===== src/rtl/wns_pkg.sv =====
`default_nettype none
package wns_pkg;

  localparam int LANES        = 4;
  localparam int PROJ_ENTRIES = 16;
  localparam int Q_W          = 24;
  localparam int P_W          = 18;
  localparam int GAIN_W       = 24;
  localparam int MT_W         = 23;
  localparam int AW_W         = 3;
  localparam int CFG_W        = 24;
  localparam int IDX_W        = 5;
  localparam int PROD_W       = P_W + Q_W;
  localparam int ACC_W        = PROD_W + 2;
  localparam int RND_W        = ACC_W - 16;
  localparam int SQ_W         = 2 * Q_W;
  localparam int SUMSQ_W      = SQ_W + 2;
  localparam int ROOT_W       = SUMSQ_W / 2;
  localparam int T_W          = 34;
  localparam int MAG_W        = T_W - 1;
  localparam int ML_W         = 17;
  localparam int MH_W         = MAG_W - ML_W;
  localparam int NUM_W        = MAG_W + MT_W;
  localparam int DIV_STEPS    = MT_W;
  localparam int SCALE_LAT    = DIV_STEPS + 2;
  localparam int LANE_LAT     = 3;
  localparam int PIPE_LAT     = LANE_LAT + 1 + SCALE_LAT;

  typedef logic signed [Q_W-1:0] q7_t;
  typedef logic signed [P_W-1:0] proj_t;

  typedef enum logic [1:0] {
    REG_GAIN,
    REG_MAX_TORQUE,
    REG_ACTIVE_WHEELS,
    REG_ENABLE
  } wns_reg_e;

  typedef enum logic {
    MODE_RUN  = 1'b0,
    MODE_LOAD = 1'b1
  } wns_mode_e;

  typedef struct packed {
    wns_mode_e        mode;
    logic [IDX_W-1:0] load_index;
    q7_t              load_value;
    q7_t              momentum_0;
    q7_t              momentum_1;
    q7_t              momentum_2;
    q7_t              momentum_3;
  } wns_in_t;

  typedef struct packed {
    q7_t            torque_0;
    q7_t            torque_1;
    q7_t            torque_2;
    q7_t            torque_3;
    logic [Q_W-1:0] null_norm;
    logic           valid_res;
    logic           steering;
    logic           refusal;
  } wns_out_t;

  typedef struct packed {
    wns_reg_e         reg_index;
    logic [CFG_W-1:0] reg_data;
  } wns_cfg_t;

  localparam q7_t P_MAX_Q = 24'sd131071;
  localparam q7_t P_MIN_Q = -24'sd131072;
  localparam logic signed [T_W-1:0] Q7_MAX_T = 34'sd8388607;
  localparam logic signed [T_W-1:0] Q7_MIN_T = -34'sd8388608;

  function automatic proj_t sat_proj(input q7_t v);
    proj_t r;
    if (v > P_MAX_Q) begin
      r = P_MAX_Q[P_W-1:0];
    end else if (v < P_MIN_Q) begin
      r = P_MIN_Q[P_W-1:0];
    end else begin
      r = v[P_W-1:0];
    end
    return r;
  endfunction

  function automatic q7_t sat_q7(input logic signed [T_W-1:0] v);
    q7_t r;
    if (v > Q7_MAX_T) begin
      r = Q7_MAX_T[Q_W-1:0];
    end else if (v < Q7_MIN_T) begin
      r = Q7_MIN_T[Q_W-1:0];
    end else begin
      r = v[Q_W-1:0];
    end
    return r;
  endfunction

endpackage
`default_nettype wire


===== src/rtl/wns_sqrt.sv =====
`default_nettype none
// Pipelined integer square root, one result bit per stage.
module wns_sqrt import wns_pkg::*; (
  input  logic               clk_i,
  input  logic               en_i,
  input  logic [SUMSQ_W-1:0] x_i,
  output logic [ROOT_W-1:0]  root_o
);

  localparam int REM_W = ROOT_W + 3;

  logic [SUMSQ_W-1:0] x_q    [ROOT_W-1];
  logic [REM_W-1:0]   rem_q  [ROOT_W];
  logic [ROOT_W-1:0]  root_q [ROOT_W];

  for (genvar s = 0; s < ROOT_W; s++) begin : g_step
    logic [SUMSQ_W-1:0] x_in;
    logic [REM_W-1:0]   rem_in, rem_sh, trial;
    logic [ROOT_W-1:0]  root_in;

    if (s == 0) begin : g_first
      assign x_in    = x_i;
      assign rem_in  = '0;
      assign root_in = '0;
    end else begin : g_next
      assign x_in    = x_q[s-1];
      assign rem_in  = rem_q[s-1];
      assign root_in = root_q[s-1];
    end

    assign rem_sh = {rem_in[REM_W-3:0], x_in[SUMSQ_W-1 -: 2]};
    assign trial  = REM_W'({root_in, 2'b01});

    if (s < ROOT_W - 1) begin : g_shift
      always_ff @(posedge clk_i) begin
        if (en_i) begin
          x_q[s] <= {x_in[SUMSQ_W-3:0], 2'b00};
        end
      end
    end

    always_ff @(posedge clk_i) begin
      if (en_i) begin
        if (rem_sh >= trial) begin
          rem_q[s]  <= rem_sh - trial;
          root_q[s] <= {root_in[ROOT_W-2:0], 1'b1};
        end else begin
          rem_q[s]  <= rem_sh;
          root_q[s] <= {root_in[ROOT_W-2:0], 1'b0};
        end
      end
    end
  end

  assign root_o = root_q[ROOT_W-1];

endmodule
`default_nettype wire


===== config.mk =====
export PLATFORM = sky130hd
export DESIGN_NAME = wns_sqrt
export DESIGN_NICKNAME = d
export VERILOG_FILES = /design/src/rtl/wns_pkg.sv /design/src/rtl/wns_sqrt.sv
export SDC_FILE = /design/constraint.sdc
export NUM_CORES = 2
export LEC_CHECK = 0
export ABC_AREA = 0
export BUFFER_PORTS_ARGS = -buffer_cell sky130_fd_sc_hd__buf_2
export CORE_UTILIZATION = 64
export CTS_CLUSTER_SIZE = 24
export DETAILED_ROUTE_END_ITERATION = 16
export PLACE_DENSITY_LB_ADDON = 0.12
export SLEW_MARGIN = 20
export SYNTH_ARGS = -nofsm -noshare
export SYNTH_HDL_FRONTEND = slang
export SYNTH_SLANG_ARGS = --single-unit

===== constraint.sdc =====
create_clock -name clk_i -period 5.2 [get_ports clk_i]
set_clock_uncertainty 0.2 [all_clocks]
set_input_delay 0.52 -clock clk_i [delete_from_list [all_inputs] [get_ports clk_i]]
set_output_delay 0.52 -clock clk_i [all_outputs]
set_load 0.03 [all_outputs]

==> results.md <==
* Status: finished, final reports clean
* Prevailing post-synth register cell: edfxtp_1
* Diodes inserted at 0
* Pleak at 29.7 nW
* Area Overhead vs Synth at 10.5%
* Clock slew at reported path FFs at 0.06 ns
* Area occupied by multi-input gates at 22500 um^2
* Max_cap viols at 0
* Initial Utilization at 0.649
* DRC viols at 0
* IO Pins at 77
* Most common cell after layout, fill and taps aside: edfxtp_1
* Post-synthesis sequential area ratio at 0.650
* Mean cell area of the mapped netlist at 13.1 um^2
* Drt pass-1 iters at 6
* Share of layout cells above drive strength 1 at 0.0787
* Final hold vios at 0
* Core area at 108000 um^2
* #FFs+latches synth at 1514
* Max Buffers Root-to-Sink at 3
* Largest net degree at the start of global routing at 179
* Post-route ant nets at 0
* Total Wirelength at 135000 um
* Yosys cell types at 91
* Sink Count at 1514
* Min Hold Slack at 0.207 ns
* Post-synth EDFFs at 1513
* Hold Crit Class: reg -> reg
* IO buf count at 76
* H-tree levels at 4
* Grt ovf at 0
* Setup crit start kind: register
* Post-DP HPWL at 94400 um
* Postcts setup bufs at 0
* Post-synth ARST share at 0
* Die area at 111000 um^2
* Most frequent cells in the layout: edfxtp_1, inv_1, nand2_1
* Dpl cell area at 72100 um^2
* CTS tree: yes
* Synth Net Count at 5753
* Final min period at 3.97 ns
* Peak supply drop at 0.342 mV
* Initial antenna violation count at 2
* Tcrit/Tclk final at 0.763
* DIE WIDTH at 333 um
* FP Rows at 120
* Fin nets at 5963
* CTS root buffer: clkbuf_16
* Synth Instances at 5348
* Worst Setup End Kind: register
* Worst EP arrival at 4.27 ns
* Vias per cell at 5.80
* Post-CTS Resized at 0
* Final WS setup at 1.23 ns
* Slew Limit Fails at 0
* Syn. warnings at 0
* Post-place setup slack at 1.34 ns
* Drt first-iter violations at 2988
* Sequential cell area at 45500 um^2
* Worst skew pair latency at 0.76 ns
* Number of CTS-inserted buffers at 153
* Die Ht at 333 um
* Synthesized area at 70000 um^2
* Routability congestion estimate from global placement at 0.896
* PD cells at 426 nW/um^2
* Via Count at 41100
* RSZ-0062 raised after global routing: false
* Critical path fanouts, max at 28
* Post-Route Setup TNS at 0 ns
* Final Util at 0.717
* WP data required at 5.50 ns
* GR Util All Layers at 0.246
* Global-route wire length before repair at 214000 um
* Vias in the first global route at 40400
* Cell area after layout at 77300 um^2
* Crit Path Category: reg -> reg
* WL/cell at 19.1 um
* Fmax at 0.252 GHz
* Rel. slew slack at 0.309
* Worst-Margin Slew at 1.04 ns
* Hold buffers post-CTS at 51
* Final Setup Violations at 0
* Fillers at 7249
kinds of logic (layout without fill, tap and decap cells):
kind of cell / after synthesis / count (layout) / synth area share
flip-flops: 1514 / 1514 / 0.650
AND/OR/NAND/NOR: 1392 / 1392 / 0.100
AO/OA/AOI/OAI: 1035 / 1035 / 0.0918
buffers and inverters: 541 / 871 / 0.0295
XOR/XNOR: 467 / 467 / 0.0584
adder cells (fa/ha/maj): 353 / 353 / 0.0631
multiplexers: 46 / 46 / 0.00729
state kept, by name (all words and copies together), names as in the netlist:
name / count
x_q: 600
rem_q: 589
root_q: 325
layout make-up:
class,instances,area share
clock buffer,180,0.0511
timing repair buffer,167,0.0161
multi-input combinational,3293,0.291
clock inverter,95,0.0101
tap,1403,0.0227
inverter,429,0.0208
sequential,1514,0.588
cell usage after synthesis, drive strengths merged (34+ instances only):
| library cell | count | area [um^2] |
|---|---|---|
| nand2 | 401 | 1510 |
| or3 | 66 | 423 |
| o21ai | 333 | 1670 |
| nand4 | 54 | 338 |
| o21a | 69 | 518 |
| a21oi | 253 | 1270 |
| nand2b | 58 | 363 |
| mux2 | 40 | 450 |
| nor2 | 282 | 1070 |
| xor2 | 246 | 2150 |
| a21o | 147 | 1100 |
| nor3 | 138 | 702 |
| nor4 | 67 | 453 |
| clkbuf | 88 | 332 |
| nor2b | 63 | 394 |
| and2 | 34 | 213 |
| nand3 | 83 | 425 |
| xnor2 | 221 | 1940 |
| edfxtp | 1513 | 45400 |
| ha | 353 | 4420 |
| inv | 429 | 1610 |
per-layer routing:
| layer | GRT usage | vias up | wire length, um |
|---|---|---|---|
| met5 | 0 | - | 0 |
| met4 | 0.0893 | 0 | 4420 |
| met3 | 0.0316 | 245 | 5200 |
| met2 | 0.432 | 905 | 68600 |
| met1 | 0.312 | 19800 | 56700 |
| li1 | - | 20100 | - |
final timing paths:
check	startpoint	to	slack, ns	cells past startpoint
worst min register to register	x_q[1][24]	x_q[1][74]	0.21	0
worst max-delay path	rem_q[2][115]	rem_q[2][145]	1.23	10
worst max register to register	rem_q[2][115]	rem_q[2][145]	1.23	10
worst min-delay path	x_q[1][24]	x_q[1][74]	0.21	0
report_power, final:
| group | internal [W] | switching (W) | total [W] |
|---|---|---|---|
| Sequential | 0.0154 | 0.000982 | 0.0163 |
| Combinational | 0.00265 | 0.00351 | 0.00616 |
| Clock | 0.00586 | 0.00455 | 0.0104 |
critical path, stage by stage, from the launching register on:
cell and delay [ns]:
edfxtp_1 0.40, ha_1 0.39, a211oi_1 0.26, nor2_1 0.11, o31ai_1 0.44, a21oi_1 0.15
nor3b_1 0.52, a21bo_2 0.29, a21o_1 0.33, buf_4 0.31, mux2_2 0.30
stage by stage:
stage	instances	total power [W]
global placement	6755	0.0225
CTS	7081	0.0331
global route	7081	0.0344
detailed placement	6755	0.0226
finish	7081	0.0329
floorplan	5348	0.0208
Note: power is estimated with default switching activity, not from simulation.
